==> config.mk <==
export PLATFORM = sky130hd
export DESIGN_NAME = crossover_adaptive_pursuit_selector_top
export DESIGN_NICKNAME = d
export VERILOG_FILES = /design/src/hdl/caps_pkg.sv /design/src/hdl/crossover_adaptive_pursuit_selector_top.sv /design/src/hdl/caps_div.sv /design/src/hdl/caps_blend.sv
export VERILOG_INCLUDE_DIRS = /design/src /design/src/hdl
export SDC_FILE = /design/constraint.sdc
export NUM_CORES = 2
export LEC_CHECK = 0
export ABC_AREA = 1
export BUFFER_PORTS_ARGS = -buffer_cell sky130_fd_sc_hd__clkbuf_2
export CAP_MARGIN = 5
export CELL_PAD_IN_SITES_DETAIL_PLACEMENT = 1
export CELL_PAD_IN_SITES_GLOBAL_PLACEMENT = 1
export CORE_MARGIN = 4
export CORE_UTILIZATION = 43
export DETAILED_ROUTE_END_ITERATION = 6
export GPL_TIMING_DRIVEN = 0
export PLACE_DENSITY_LB_ADDON = 0.1
export SLEW_MARGIN = 20
export SYNTH_ARGS = -nofsm -noshare
export SYNTH_HDL_FRONTEND = slang
export SYNTH_SLANG_ARGS = --single-unit
==> constraint.sdc <==
create_clock -name clk -period 25.5 [get_ports clk]
set_clock_uncertainty 0.2 [all_clocks]
set_input_delay 3.825 -clock clk [delete_from_list [all_inputs] [get_ports clk]]
set_output_delay 3.825 -clock clk [all_outputs]
set_load 0.01 [all_outputs]
==> src/hdl/assert_macros.svh <==
// ----------------------------------------------------------------------------
// Assertion macros
// Shared concurrent assertion forms for the selector modules. Each form
// samples on clk and is disabled while rst_n is low.
// ----------------------------------------------------------------------------
`ifndef ASSERT_MACROS_SVH
`define ASSERT_MACROS_SVH

`ifndef NO_ASSERTIONS

`define CAPS_ASSERT_IMPLY(name, ante, cons, msg) \
    name: assert property (@(posedge clk) disable iff (!rst_n) (ante) |-> (cons)) \
        else $error(msg);

`define CAPS_ASSERT_NEXT(name, ante, cons, msg) \
    name: assert property (@(posedge clk) disable iff (!rst_n) (ante) |=> (cons)) \
        else $error(msg);

`else

`define CAPS_ASSERT_IMPLY(name, ante, cons, msg)

`define CAPS_ASSERT_NEXT(name, ante, cons, msg)

`endif

`endif

==> src/hdl/caps_pkg.sv <==
// ----------------------------------------------------------------------------
// Selector package
// Types, widths, reset values and register codes of the adaptive-pursuit
// crossover operator selector.
// ----------------------------------------------------------------------------
package caps_pkg;

    localparam int NUM_OPERATORS = 3;
    localparam int OP_W          = $clog2(NUM_OPERATORS);
    localparam int CNT_W         = $clog2(NUM_OPERATORS + 1);

    localparam int PROB_W     = 17;
    localparam int QUAL_W     = 24;
    localparam int COUNT_W    = 32;
    localparam int RATE_W     = 17;
    localparam int FLOOR_W    = 15;
    localparam int FRAC_W     = 16;
    localparam int MAKESPAN_W = 32;
    localparam int SUM_W      = MAKESPAN_W + 1;
    localparam int CUM_W      = PROB_W + OP_W;
    localparam int TAKEN_W    = PROB_W + OP_W;

    localparam int REWARD_W      = 24;
    localparam int REWARD_FRAC_W = 16;
    localparam int SAT_SHIFT     = REWARD_W - REWARD_FRAC_W;
    localparam int DIV_STEPS     = REWARD_W;
    localparam int DIV_CNT_W     = $clog2(DIV_STEPS + 1);
    localparam int BLEND_SHIFT   = 16;

    localparam logic [PROB_W-1:0]   ONE_Q16     = 17'd65536;
    localparam logic [REWARD_W-1:0] REWARD_MAX  = 24'hFFFFFF;
    localparam logic [PROB_W-1:0]   PROB_RESET  = 17'd21845;
    localparam logic [QUAL_W-1:0]   QUAL_RESET  = 24'd65536;
    localparam logic [RATE_W-1:0]   QRATE_RESET = 17'd52429;
    localparam logic [RATE_W-1:0]   PRATE_RESET = 17'd52429;
    localparam logic [FLOOR_W-1:0]  FLOOR_RESET = 15'd9830;
    localparam logic [FLOOR_W-1:0]  FLOOR_MAX   = 15'd21845;

    localparam int CFG_IDX_W  = 2;
    localparam int CFG_DATA_W = RATE_W;
    localparam logic [CFG_IDX_W-1:0] REG_QUALITY_RATE      = 2'd0;
    localparam logic [CFG_IDX_W-1:0] REG_PURSUIT_RATE      = 2'd1;
    localparam logic [CFG_IDX_W-1:0] REG_PROBABILITY_FLOOR = 2'd2;

    localparam logic FUNC_SELECT = 1'b0;
    localparam logic FUNC_UPDATE = 1'b1;

    typedef struct packed {
        logic                  func;
        logic [FRAC_W-1:0]     random_fraction;
        logic [MAKESPAN_W-1:0] parent_a_makespan;
        logic [MAKESPAN_W-1:0] parent_b_makespan;
        logic [MAKESPAN_W-1:0] child_a_makespan;
        logic [MAKESPAN_W-1:0] child_b_makespan;
    } item_t;

    typedef struct packed {
        logic [1:0] chosen_operator;
        logic       was_selection;
        logic [1:0] best_operator;
    } result_t;

    typedef struct packed {
        logic              valid;
        logic [QUAL_W-1:0] old_value;
        logic [QUAL_W-1:0] new_value;
        logic [RATE_W-1:0] weight;
    } blend_req_t;

    typedef struct packed {
        logic              valid;
        logic [QUAL_W-1:0] value;
    } blend_rsp_t;

    // Equal share of the full probability among the operators not yet used.
    function automatic logic [PROB_W-1:0] warm_share(input logic [CNT_W-1:0] unused);
        logic [3:0]        k;
        logic [PROB_W-1:0] share;
        k = 4'(unused);
        case (k)
            4'd1:    share = 17'd65536;
            4'd2:    share = 17'd32768;
            4'd3:    share = 17'd21845;
            4'd4:    share = 17'd16384;
            4'd5:    share = 17'd13107;
            4'd6:    share = 17'd10922;
            4'd7:    share = 17'd9362;
            4'd8:    share = 17'd8192;
            default: share = '0;
        endcase
        return share;
    endfunction

endpackage

==> src/hdl/crossover_adaptive_pursuit_selector_top.sv <==
// ----------------------------------------------------------------------------
// Adaptive-pursuit crossover operator selector
// Keeps probability, quality and use counts for each crossover operator,
// picks an operator on select items and applies reward updates.
// ----------------------------------------------------------------------------
// A select item passes through the select and finish steps to a waiting
// result. An update item runs the 24-step reward divider, which a saturating
// reward skips, then the two-stage blend unit once per credited operator and,
// after warm-up, once per operator for the pursuit step. Only one item is in
// work at a time, but a new item is taken while the last result waits in the
// output register.
module crossover_adaptive_pursuit_selector_top
(
    input  logic                                clk,
    input  logic                                rst_n,
    input  logic                                cfg_write,
    input  logic [caps_pkg::CFG_IDX_W-1:0]      cfg_index,
    input  logic [caps_pkg::CFG_DATA_W-1:0]     cfg_data,
    input  logic                                item_valid,
    output logic                                item_ready,
    input  caps_pkg::item_t                     item,
    output logic                                result_valid,
    input  logic                                result_ready,
    output caps_pkg::result_t                   result
);

    localparam int N = caps_pkg::NUM_OPERATORS;

    localparam logic [2:0] S_IDLE   = 3'd0;
    localparam logic [2:0] S_SEL    = 3'd1;
    localparam logic [2:0] S_DIV    = 3'd2;
    localparam logic [2:0] S_CREDIT = 3'd3;
    localparam logic [2:0] S_CWAIT  = 3'd4;
    localparam logic [2:0] S_PROB   = 3'd5;
    localparam logic [2:0] S_PWAIT  = 3'd6;
    localparam logic [2:0] S_FIN    = 3'd7;

    logic [2:0]                         state_reg, state_next;
    logic [caps_pkg::OP_W-1:0]          idx_reg, idx_next;
    logic [caps_pkg::OP_W-1:0]          op_reg, op_next;
    logic                               func_reg, func_next;
    logic [caps_pkg::FRAC_W-1:0]        frac_reg, frac_next;
    logic [caps_pkg::REWARD_W-1:0]      reward_reg, reward_next;
    logic [caps_pkg::RATE_W-1:0]        qrate_reg, qrate_next;
    logic [caps_pkg::RATE_W-1:0]        prate_reg, prate_next;
    logic [caps_pkg::FLOOR_W-1:0]       floor_reg, floor_next;
    logic [caps_pkg::PROB_W-1:0]        prob_reg [N];
    logic [caps_pkg::PROB_W-1:0]        prob_next [N];
    logic [caps_pkg::QUAL_W-1:0]        qual_reg [N];
    logic [caps_pkg::QUAL_W-1:0]        qual_next [N];
    logic [caps_pkg::COUNT_W-1:0]       use_reg [N];
    logic [caps_pkg::COUNT_W-1:0]       use_next [N];
    logic [caps_pkg::COUNT_W-1:0]       rew_reg [N];
    logic [caps_pkg::COUNT_W-1:0]       rew_next [N];
    logic                               result_valid_reg, result_valid_next;
    caps_pkg::result_t                  result_reg, result_next;

    logic [caps_pkg::RATE_W-1:0]        alpha;
    logic [caps_pkg::RATE_W-1:0]        beta;
    logic [caps_pkg::FLOOR_W-1:0]       pmin;
    logic [caps_pkg::TAKEN_W-1:0]       taken;
    logic [caps_pkg::PROB_W-1:0]        pmax;
    logic [caps_pkg::PROB_W-1:0]        target;
    logic [caps_pkg::CNT_W-1:0]         used_cnt;
    logic [caps_pkg::CNT_W-1:0]         unused_cnt;
    logic                               warm;
    logic                               credit_now;
    logic                               last_op;
    logic [caps_pkg::OP_W-1:0]          best;
    logic [caps_pkg::OP_W-1:0]          chosen;
    logic [caps_pkg::CUM_W-1:0]         cum;
    logic                               found;
    logic                               accept;
    logic [caps_pkg::SUM_W-1:0]         parent_sum;
    logic [caps_pkg::SUM_W-1:0]         child_sum;
    logic                               div_start;
    logic                               div_done;
    logic [caps_pkg::REWARD_W-1:0]      div_quotient;
    caps_pkg::blend_req_t               blend_req;
    caps_pkg::blend_rsp_t               blend_rsp;

    assign item_ready = (state_reg == S_IDLE);
    assign accept     = item_valid && item_ready;
    assign parent_sum = caps_pkg::SUM_W'(item.parent_a_makespan)
                      + caps_pkg::SUM_W'(item.parent_b_makespan);
    assign child_sum  = caps_pkg::SUM_W'(item.child_a_makespan)
                      + caps_pkg::SUM_W'(item.child_b_makespan);
    assign div_start  = accept && (item.func == caps_pkg::FUNC_UPDATE);

    caps_div u_div
    (
        .clk          (clk),
        .rst_n        (rst_n),
        .start        (div_start),
        .dividend_sum (parent_sum),
        .divisor_sum  (child_sum),
        .done         (div_done),
        .quotient     (div_quotient)
    );

    caps_blend u_blend
    (
        .clk   (clk),
        .rst_n (rst_n),
        .req   (blend_req),
        .rsp   (blend_rsp)
    );

    // Rates and floor beyond their meaningful range act as their maximum.
    always_comb
    begin
        alpha = (qrate_reg > caps_pkg::ONE_Q16) ? caps_pkg::ONE_Q16 : qrate_reg;
        beta  = (prate_reg > caps_pkg::ONE_Q16) ? caps_pkg::ONE_Q16 : prate_reg;
        pmin  = (floor_reg > caps_pkg::FLOOR_MAX) ? caps_pkg::FLOOR_MAX : floor_reg;
        taken = caps_pkg::TAKEN_W'(pmin) * caps_pkg::TAKEN_W'(N - 1);
        if (taken >= caps_pkg::TAKEN_W'(caps_pkg::ONE_Q16))
        begin
            pmax = '0;
        end
        else
        begin
            pmax = caps_pkg::PROB_W'(caps_pkg::TAKEN_W'(caps_pkg::ONE_Q16) - taken);
        end
    end

    always_comb
    begin
        used_cnt = '0;
        best     = '0;
        for (int i = 0; i < N; i++)
        begin
            if (use_reg[i] != '0)
            begin
                used_cnt = used_cnt + 1'b1;
            end
        end
        for (int i = 1; i < N; i++)
        begin
            if (qual_reg[best] < qual_reg[i])
            begin
                best = caps_pkg::OP_W'(i);
            end
        end
        unused_cnt = caps_pkg::CNT_W'(N) - used_cnt;
        warm       = used_cnt < caps_pkg::CNT_W'(N);
    end

    always_comb
    begin
        cum    = '0;
        found  = 1'b0;
        chosen = caps_pkg::OP_W'(N - 1);
        for (int i = 0; i < N - 1; i++)
        begin
            cum = cum + caps_pkg::CUM_W'(prob_reg[i]);
            if (!found && (caps_pkg::CUM_W'(frac_reg) < cum))
            begin
                chosen = caps_pkg::OP_W'(i);
                found  = 1'b1;
            end
        end
    end

    always_comb
    begin
        last_op = (idx_reg == caps_pkg::OP_W'(N - 1));
        target  = (idx_reg == best) ? pmax : caps_pkg::PROB_W'(pmin);
        if (warm)
        begin
            credit_now = (use_reg[idx_reg] == caps_pkg::COUNT_W'(1))
                      && (rew_reg[idx_reg] != caps_pkg::COUNT_W'(1));
        end
        else
        begin
            credit_now = rew_reg[idx_reg] < use_reg[idx_reg];
        end

        blend_req.valid     = 1'b0;
        blend_req.old_value = qual_reg[idx_reg];
        blend_req.new_value = reward_reg;
        blend_req.weight    = alpha;
        if (state_reg == S_PROB)
        begin
            blend_req.valid     = 1'b1;
            blend_req.old_value = caps_pkg::QUAL_W'(prob_reg[idx_reg]);
            blend_req.new_value = caps_pkg::QUAL_W'(target);
            blend_req.weight    = beta;
        end
        else if (state_reg == S_CREDIT)
        begin
            blend_req.valid = credit_now;
        end
    end

    always_comb
    begin
        state_next        = state_reg;
        idx_next          = idx_reg;
        op_next           = op_reg;
        func_next         = func_reg;
        frac_next         = frac_reg;
        reward_next       = reward_reg;
        qrate_next        = qrate_reg;
        prate_next        = prate_reg;
        floor_next        = floor_reg;
        prob_next         = prob_reg;
        qual_next         = qual_reg;
        use_next          = use_reg;
        rew_next          = rew_reg;
        result_next       = result_reg;
        result_valid_next = result_valid_reg;

        if (result_valid_reg && result_ready)
        begin
            result_valid_next = 1'b0;
        end

        if (cfg_write)
        begin
            case (cfg_index)
                caps_pkg::REG_QUALITY_RATE:      qrate_next = cfg_data;
                caps_pkg::REG_PURSUIT_RATE:      prate_next = cfg_data;
                caps_pkg::REG_PROBABILITY_FLOOR: floor_next = cfg_data[caps_pkg::FLOOR_W-1:0];
                default:                         qrate_next = qrate_reg;
            endcase
        end

        case (state_reg)
            S_IDLE:
            begin
                if (accept)
                begin
                    func_next = item.func;
                    frac_next = item.random_fraction;
                    idx_next  = '0;
                    state_next = (item.func == caps_pkg::FUNC_UPDATE) ? S_DIV : S_SEL;
                end
            end
            S_SEL:
            begin
                op_next = chosen;
                use_next[chosen] = use_reg[chosen] + 1'b1;
                state_next = S_FIN;
            end
            S_DIV:
            begin
                if (div_done)
                begin
                    reward_next = div_quotient;
                    if (warm)
                    begin
                        for (int i = 0; i < N; i++)
                        begin
                            if ((use_reg[i] == caps_pkg::COUNT_W'(1))
                                && (rew_reg[i] != caps_pkg::COUNT_W'(1)))
                            begin
                                prob_next[i] = '0;
                            end
                            else if (use_reg[i] == '0)
                            begin
                                prob_next[i] = caps_pkg::warm_share(unused_cnt);
                            end
                        end
                    end
                    state_next = S_CREDIT;
                end
            end
            S_CREDIT:
            begin
                if (credit_now)
                begin
                    rew_next[idx_reg] = use_reg[idx_reg];
                    state_next = S_CWAIT;
                end
                else if (last_op)
                begin
                    idx_next   = '0;
                    state_next = warm ? S_FIN : S_PROB;
                end
                else
                begin
                    idx_next = idx_reg + 1'b1;
                end
            end
            S_CWAIT:
            begin
                if (blend_rsp.valid)
                begin
                    qual_next[idx_reg] = blend_rsp.value;
                    if (last_op)
                    begin
                        idx_next   = '0;
                        state_next = warm ? S_FIN : S_PROB;
                    end
                    else
                    begin
                        idx_next   = idx_reg + 1'b1;
                        state_next = S_CREDIT;
                    end
                end
            end
            S_PROB:
            begin
                state_next = S_PWAIT;
            end
            S_PWAIT:
            begin
                if (blend_rsp.valid)
                begin
                    prob_next[idx_reg] = blend_rsp.value[caps_pkg::PROB_W-1:0];
                    if (last_op)
                    begin
                        state_next = S_FIN;
                    end
                    else
                    begin
                        idx_next   = idx_reg + 1'b1;
                        state_next = S_PROB;
                    end
                end
            end
            S_FIN:
            begin
                if (!result_valid_reg || result_ready)
                begin
                    result_next.was_selection   = (func_reg == caps_pkg::FUNC_SELECT);
                    result_next.chosen_operator = (func_reg == caps_pkg::FUNC_SELECT)
                                                ? 2'(op_reg) : 2'b00;
                    result_next.best_operator   = 2'(best);
                    result_valid_next = 1'b1;
                    state_next = S_IDLE;
                end
            end
            default:
            begin
                state_next = S_IDLE;
            end
        endcase
    end

    always_ff @(posedge clk or negedge rst_n)
    begin
        if (!rst_n)
        begin
            state_reg        <= S_IDLE;
            idx_reg          <= '0;
            result_valid_reg <= 1'b0;
            qrate_reg        <= caps_pkg::QRATE_RESET;
            prate_reg        <= caps_pkg::PRATE_RESET;
            floor_reg        <= caps_pkg::FLOOR_RESET;
            for (int i = 0; i < N; i++)
            begin
                prob_reg[i] <= caps_pkg::PROB_RESET;
                qual_reg[i] <= caps_pkg::QUAL_RESET;
                use_reg[i]  <= '0;
                rew_reg[i]  <= '0;
            end
        end
        else
        begin
            state_reg        <= state_next;
            idx_reg          <= idx_next;
            result_valid_reg <= result_valid_next;
            qrate_reg        <= qrate_next;
            prate_reg        <= prate_next;
            floor_reg        <= floor_next;
            prob_reg         <= prob_next;
            qual_reg         <= qual_next;
            use_reg          <= use_next;
            rew_reg          <= rew_next;
        end
    end

    always_ff @(posedge clk)
    begin
        op_reg     <= op_next;
        func_reg   <= func_next;
        frac_reg   <= frac_next;
        reward_reg <= reward_next;
        result_reg <= result_next;
    end

    assign result_valid = result_valid_reg;
    assign result       = result_reg;

`include "assert_macros.svh"

    `CAPS_ASSERT_IMPLY(a_div_done_in_div, div_done, state_reg == S_DIV, "reward ready outside the divide step")
    `CAPS_ASSERT_IMPLY(a_blend_in_wait, blend_rsp.valid, state_reg == S_CWAIT || state_reg == S_PWAIT, "blend result arrived unexpectedly")
    `CAPS_ASSERT_NEXT(a_sel_to_fin, state_reg == S_SEL, state_reg == S_FIN, "select did not finish in one cycle")
    `CAPS_ASSERT_IMPLY(a_result_from_fin, $rose(result_valid_reg), $past(state_reg) == S_FIN, "result loaded outside the finish step")

endmodule

==> src/hdl/caps_div.sv <==
// ----------------------------------------------------------------------------
// Reward divider
// Restoring divider forming (parent sum * 2^16) / (child sum), one quotient
// bit per cycle, saturated to the reward maximum.
// ----------------------------------------------------------------------------
module caps_div
(
    input  logic                            clk,
    input  logic                            rst_n,
    input  logic                            start,
    input  logic [caps_pkg::SUM_W-1:0]      dividend_sum,
    input  logic [caps_pkg::SUM_W-1:0]      divisor_sum,
    output logic                            done,
    output logic [caps_pkg::REWARD_W-1:0]   quotient
);

    localparam int WIDE_W = caps_pkg::SUM_W + caps_pkg::SAT_SHIFT;

    logic                               busy_reg, busy_next;
    logic                               done_reg, done_next;
    logic [caps_pkg::DIV_CNT_W-1:0]     cnt_reg, cnt_next;
    logic [caps_pkg::SUM_W-1:0]         rem_reg, rem_next;
    logic [caps_pkg::SUM_W-1:0]         divisor_reg, divisor_next;
    logic [caps_pkg::DIV_STEPS-1:0]     low_reg, low_next;
    logic [caps_pkg::REWARD_W-1:0]      quo_reg, quo_next;

    logic [WIDE_W-1:0]                  wide_p;
    logic [WIDE_W-1:0]                  wide_c;
    logic                               saturate;
    logic [caps_pkg::SUM_W:0]           shifted;
    logic [caps_pkg::SUM_W:0]           trial;
    logic                               fits;

    assign wide_p   = WIDE_W'(dividend_sum);
    assign wide_c   = {divisor_sum, {caps_pkg::SAT_SHIFT{1'b0}}};
    assign saturate = (divisor_sum == '0) || (wide_p >= wide_c);
    assign shifted  = {rem_reg, low_reg[caps_pkg::DIV_STEPS-1]};
    assign trial    = shifted - {1'b0, divisor_reg};
    assign fits     = shifted >= {1'b0, divisor_reg};

    always_comb
    begin
        busy_next    = busy_reg;
        done_next    = 1'b0;
        cnt_next     = cnt_reg;
        rem_next     = rem_reg;
        divisor_next = divisor_reg;
        low_next     = low_reg;
        quo_next     = quo_reg;
        if (start)
        begin
            divisor_next = divisor_sum;
            rem_next     = caps_pkg::SUM_W'(dividend_sum >> caps_pkg::SAT_SHIFT);
            low_next     = {dividend_sum[caps_pkg::SAT_SHIFT-1:0],
                            {caps_pkg::REWARD_FRAC_W{1'b0}}};
            cnt_next     = caps_pkg::DIV_CNT_W'(caps_pkg::DIV_STEPS);
            if (saturate)
            begin
                quo_next  = caps_pkg::REWARD_MAX;
                done_next = 1'b1;
            end
            else
            begin
                busy_next = 1'b1;
            end
        end
        else if (busy_reg)
        begin
            rem_next = fits ? trial[caps_pkg::SUM_W-1:0] : shifted[caps_pkg::SUM_W-1:0];
            low_next = {low_reg[caps_pkg::DIV_STEPS-2:0], 1'b0};
            quo_next = {quo_reg[caps_pkg::REWARD_W-2:0], fits};
            cnt_next = cnt_reg - 1'b1;
            if (cnt_reg == caps_pkg::DIV_CNT_W'(1))
            begin
                busy_next = 1'b0;
                done_next = 1'b1;
            end
        end
    end

    always_ff @(posedge clk or negedge rst_n)
    begin
        if (!rst_n)
        begin
            busy_reg <= 1'b0;
            done_reg <= 1'b0;
            cnt_reg  <= '0;
        end
        else
        begin
            busy_reg <= busy_next;
            done_reg <= done_next;
            cnt_reg  <= cnt_next;
        end
    end

    always_ff @(posedge clk)
    begin
        rem_reg     <= rem_next;
        divisor_reg <= divisor_next;
        low_reg     <= low_next;
        quo_reg     <= quo_next;
    end

    assign done     = done_reg;
    assign quotient = quo_reg;

`include "assert_macros.svh"

    `CAPS_ASSERT_IMPLY(a_busy_has_steps, busy_reg, cnt_reg != '0, "divider busy with no steps left")
    `CAPS_ASSERT_IMPLY(a_start_when_free, start, !busy_reg && !done_reg, "divider restarted while working")

endmodule

==> src/hdl/caps_blend.sv <==
// ----------------------------------------------------------------------------
// Blend unit
// Two-stage unit computing old + round(weight * (new - old) / 2^16), the
// shared arithmetic for quality and probability updates.
// ----------------------------------------------------------------------------
module caps_blend
(
    input  logic                    clk,
    input  logic                    rst_n,
    input  caps_pkg::blend_req_t    req,
    output caps_pkg::blend_rsp_t    rsp
);

    localparam int DIFF_W = caps_pkg::QUAL_W + 1;
    localparam int PROD_W = caps_pkg::QUAL_W + caps_pkg::RATE_W + 2;
    localparam logic signed [PROD_W-1:0] ROUND = PROD_W'(1) <<< (caps_pkg::BLEND_SHIFT - 1);

    logic signed [DIFF_W-1:0]           diff;
    logic signed [caps_pkg::RATE_W:0]   weight_s;
    logic signed [PROD_W-1:0]           prod_next;
    logic signed [PROD_W-1:0]           prod_reg;
    logic [caps_pkg::QUAL_W-1:0]        old_reg;
    logic                               valid1_reg;
    logic signed [PROD_W-1:0]           rounded;
    logic signed [PROD_W-1:0]           scaled;
    logic [caps_pkg::QUAL_W-1:0]        value_next;
    logic [caps_pkg::QUAL_W-1:0]        value_reg;
    logic                               valid2_reg;

    assign diff      = $signed({1'b0, req.new_value}) - $signed({1'b0, req.old_value});
    assign weight_s  = $signed({1'b0, req.weight});
    assign prod_next = weight_s * diff;

    assign rounded    = prod_reg + ROUND;
    assign scaled     = rounded >>> caps_pkg::BLEND_SHIFT;
    assign value_next = old_reg + scaled[caps_pkg::QUAL_W-1:0];

    always_ff @(posedge clk or negedge rst_n)
    begin
        if (!rst_n)
        begin
            valid1_reg <= 1'b0;
            valid2_reg <= 1'b0;
        end
        else
        begin
            valid1_reg <= req.valid;
            valid2_reg <= valid1_reg;
        end
    end

    always_ff @(posedge clk)
    begin
        prod_reg  <= prod_next;
        old_reg   <= req.old_value;
        value_reg <= value_next;
    end

    assign rsp.valid = valid2_reg;
    assign rsp.value = value_reg;

endmodule

==> results.cfg <==
[sta]
period_share_pct = 60.6
fin_setup_tns_ps = 0
hold_ws_ps = 148
drv_slew = 0
tightest_slew_ps = 1230
fin_crit_ps = 15440
finalSetupViolCount = 0
hold_viol_final = 0
fmax_mhz = 64.8
rsz0062_at_grt = no
relSlewSlack_pct = 17.6

[route]
wl_per_cell_um = 21.9
drtIter0Drc = 3195
viasPerCell = 5.47
drc = 0
vias = 49400
wirelength_um = 198000
firstDrtPassIters = 5
antenna_left = 0

[yosys]
syn_inst = 7044
synth_ff_type = dfrtp_1
ys_ff_latch = 598
yosysUniqueCellTypes = 74
synth.cell_area_um2 = 54400
synth_edf_count = 138
avgSynthCellArea_um2 = 7.72
seq_area_frac_synth_pct = 28.2
syn_nets = 8013
yosysWarnings = 0
async_flop_share_pct = 63.4

[place]
gp_congestion = 0.946
dp.cells = 8876
hpwl_um = 164000
io_buffer_count = 175

[clock_network]
cts_max_level = 3
cts_root_buffer = clkbuf_16
cts_tree = done
hold_buffers = 0
ctsResizeCount = 0
clock-sinks = 598
clk_path_buf_depth = 3
clk_pin_slew_ps = 60
cts_buffers = 75
post_cts_buffers = 0
clk_latency_ps = 700

[critical_path]
crit_fanout = 10
cp_data_required_time_ps = 25820
crit_slowest_cell = fa_1
critPathKind = reg -> reg
endpoint_kind = register
critical_path.max_stage_delay_ps = 660
cp_top_family = adder cells
crit_top_cell = nand2_1
cp.arrival_ps = 15760
cp_num_buf_inv = 5
start_kind = register

[global_routing]
antenna_found_initial = 0
grt_pass1_vias = 53100
grt.overflow.total = 0
grt_max_degree = 86
grt_pass1_wl_um = 307000
grt_usage_pct = 30.0

[layout]
most-common-layout-cells = nand2_1 (1,603), inv_1 (1,244), nor2_1 (558), o21ai_0 (518)
final_cells = 9015
final_common_cell = nand2_1
antenna_cells = 0
fillers = 15600
drive_gt1_share_pct = 7.47
nets = 8272
area_growth_pct = 10.6

[die]
io_pins = 176
core_area_um2 = 126000
die_h_um = 364
die_w_um = 364
dieArea_um2 = 132000
std_cell_rows = 130
start_util_pct = 43.3

[hold_path]
min_path_type = reg -> reg

[run_status]
status = completed

[flow_run]
maxCapViolCount = 0
## final cells by class
type	instances	area, um2	share of cell area [%]
Buffer	234	1100	1.84
Clock buffer	113	2310	3.84
Clock inverter	26	284	0.472
Inverter	1266	4750	7.91
Multi-Input combinational cell	4946	33200	55.3
Sequential cell	598	15300	25.5
Tap cell	1650	2060	3.43
Timing Repair Buffer	182	1050	1.75
## synth_stat cells (all sizes together), types with 3 or more instances
| master | instances | area share [%] |
|---|---|---|
| nand2 | 1612 | 11 |
| inv | 1256 | 8.7 |
| o21ai | 592 | 5.4 |
| nor2 | 581 | 4.2 |
| fa | 400 | 15 |
| ha | 400 | 9.2 |
| dfrtp | 327 | 15 |
| a21oi | 285 | 2.6 |
| nand3 | 234 | 2.2 |
| clkbuf | 163 | 1.1 |
| edfxtp | 138 | 7.6 |
| xor2 | 133 | 2.2 |
| nand4 | 130 | 1.5 |
| dfxtp | 81 | 3.0 |
| xnor2 | 78 | 1.3 |
| nor4 | 75 | 0.87 |
| buf | 71 | 0.90 |
| or2 | 66 | 0.76 |
| o211ai | 57 | 0.80 |
| dfstp | 52 | 2.5 |
| nor3 | 47 | 0.45 |
| a22oi | 35 | 0.48 |
| o22ai | 34 | 0.39 |
| a31oi | 21 | 0.24 |
| o21a | 20 | 0.28 |
| a21o | 17 | 0.23 |
| a211oi | 16 | 0.22 |
| nand3b | 16 | 0.22 |
| o21bai | 15 | 0.21 |
| a32oi | 14 | 0.23 |
| a21boi | 10 | 0.14 |
| clkinv | 10 | 0.069 |
| a32o | 7 | 0.13 |
| o221ai | 7 | 0.11 |
| a221oi | 6 | 0.097 |
| o31ai | 5 | 0.069 |
| o2111ai | 4 | 0.064 |
| a31o | 3 | 0.048 |
| and2 | 3 | 0.035 |
| o221a | 3 | 0.062 |
| o32ai | 3 | 0.048 |
## cells by family (layout without fill, tap and decap cells)
family / count (synthesis) / in the layout / synth area share (%)
adder cells (fa/ha/maj): 800 / 800 / 23.9
AND/OR/NAND/NOR: 2771 / 2771 / 21.6
flip-flops: 598 / 598 / 28.2
XOR/XNOR: 212 / 212 / 3.50
AO/OA/AOI/OAI: 1163 / 1163 / 12.1
buffers and inverters: 1500 / 1821 / 10.8
## worst reg2reg max path, delay by kind of cell (launching register included)
family | cells | cell delay, ps
AOI/OAI and AO/OA | 12 | 3530
xor gates and xnor gates | 2 | 990
adders and majority gates | 11 | 4980
buffers and inverters | 5 | 2030
DFF | 1 | 430
and+or+nand+nor | 19 | 3150
## routing by layer
metal	vias to the layer above	track usage (%)	share of wire [%]	wire, um
met1	24600	39.2	44	86300
met4	0	11.0	4.0	7990
met3	366	3.70	4.7	9260
met5	-	0	0	0
met2	1276	51.3	48	94200
li1	23100	-	-	-
## path summary, 6_finish.rpt
path,startpoint,endpoint,slack (ps),cells after the start
max reg2reg,qual_reg[71],u_blend.prod_reg[39],10060,49
min in group asynchronous,rst_n,use_reg[62],2940,1
min,u_blend.valid1_reg,u_blend.valid2_reg,150,0
max in group asynchronous,rst_n,prob_reg[12],20770,3
min reg2reg,u_blend.valid1_reg,u_blend.valid2_reg,150,0
max,qual_reg[71],u_blend.prod_reg[39],10060,49
## metrics by stage
stage / setup slack (ps) / util [%] / area (um2)
2_1_floorplan: 14330 / - / 54400
3_3_place_gp: 10450 / 45.7 / 57300
3_5_place_dp: 10280 / 45.8 / 57500
4_1_cts: 10170 / 47.9 / 60100
5_1_grt: 9230 / 47.9 / 60100
6_report: 10060 / 47.9 / 60100
Power is not shown: default switching activity piles up to over one toggle a cycle in this logic, so the estimate is an artifact.
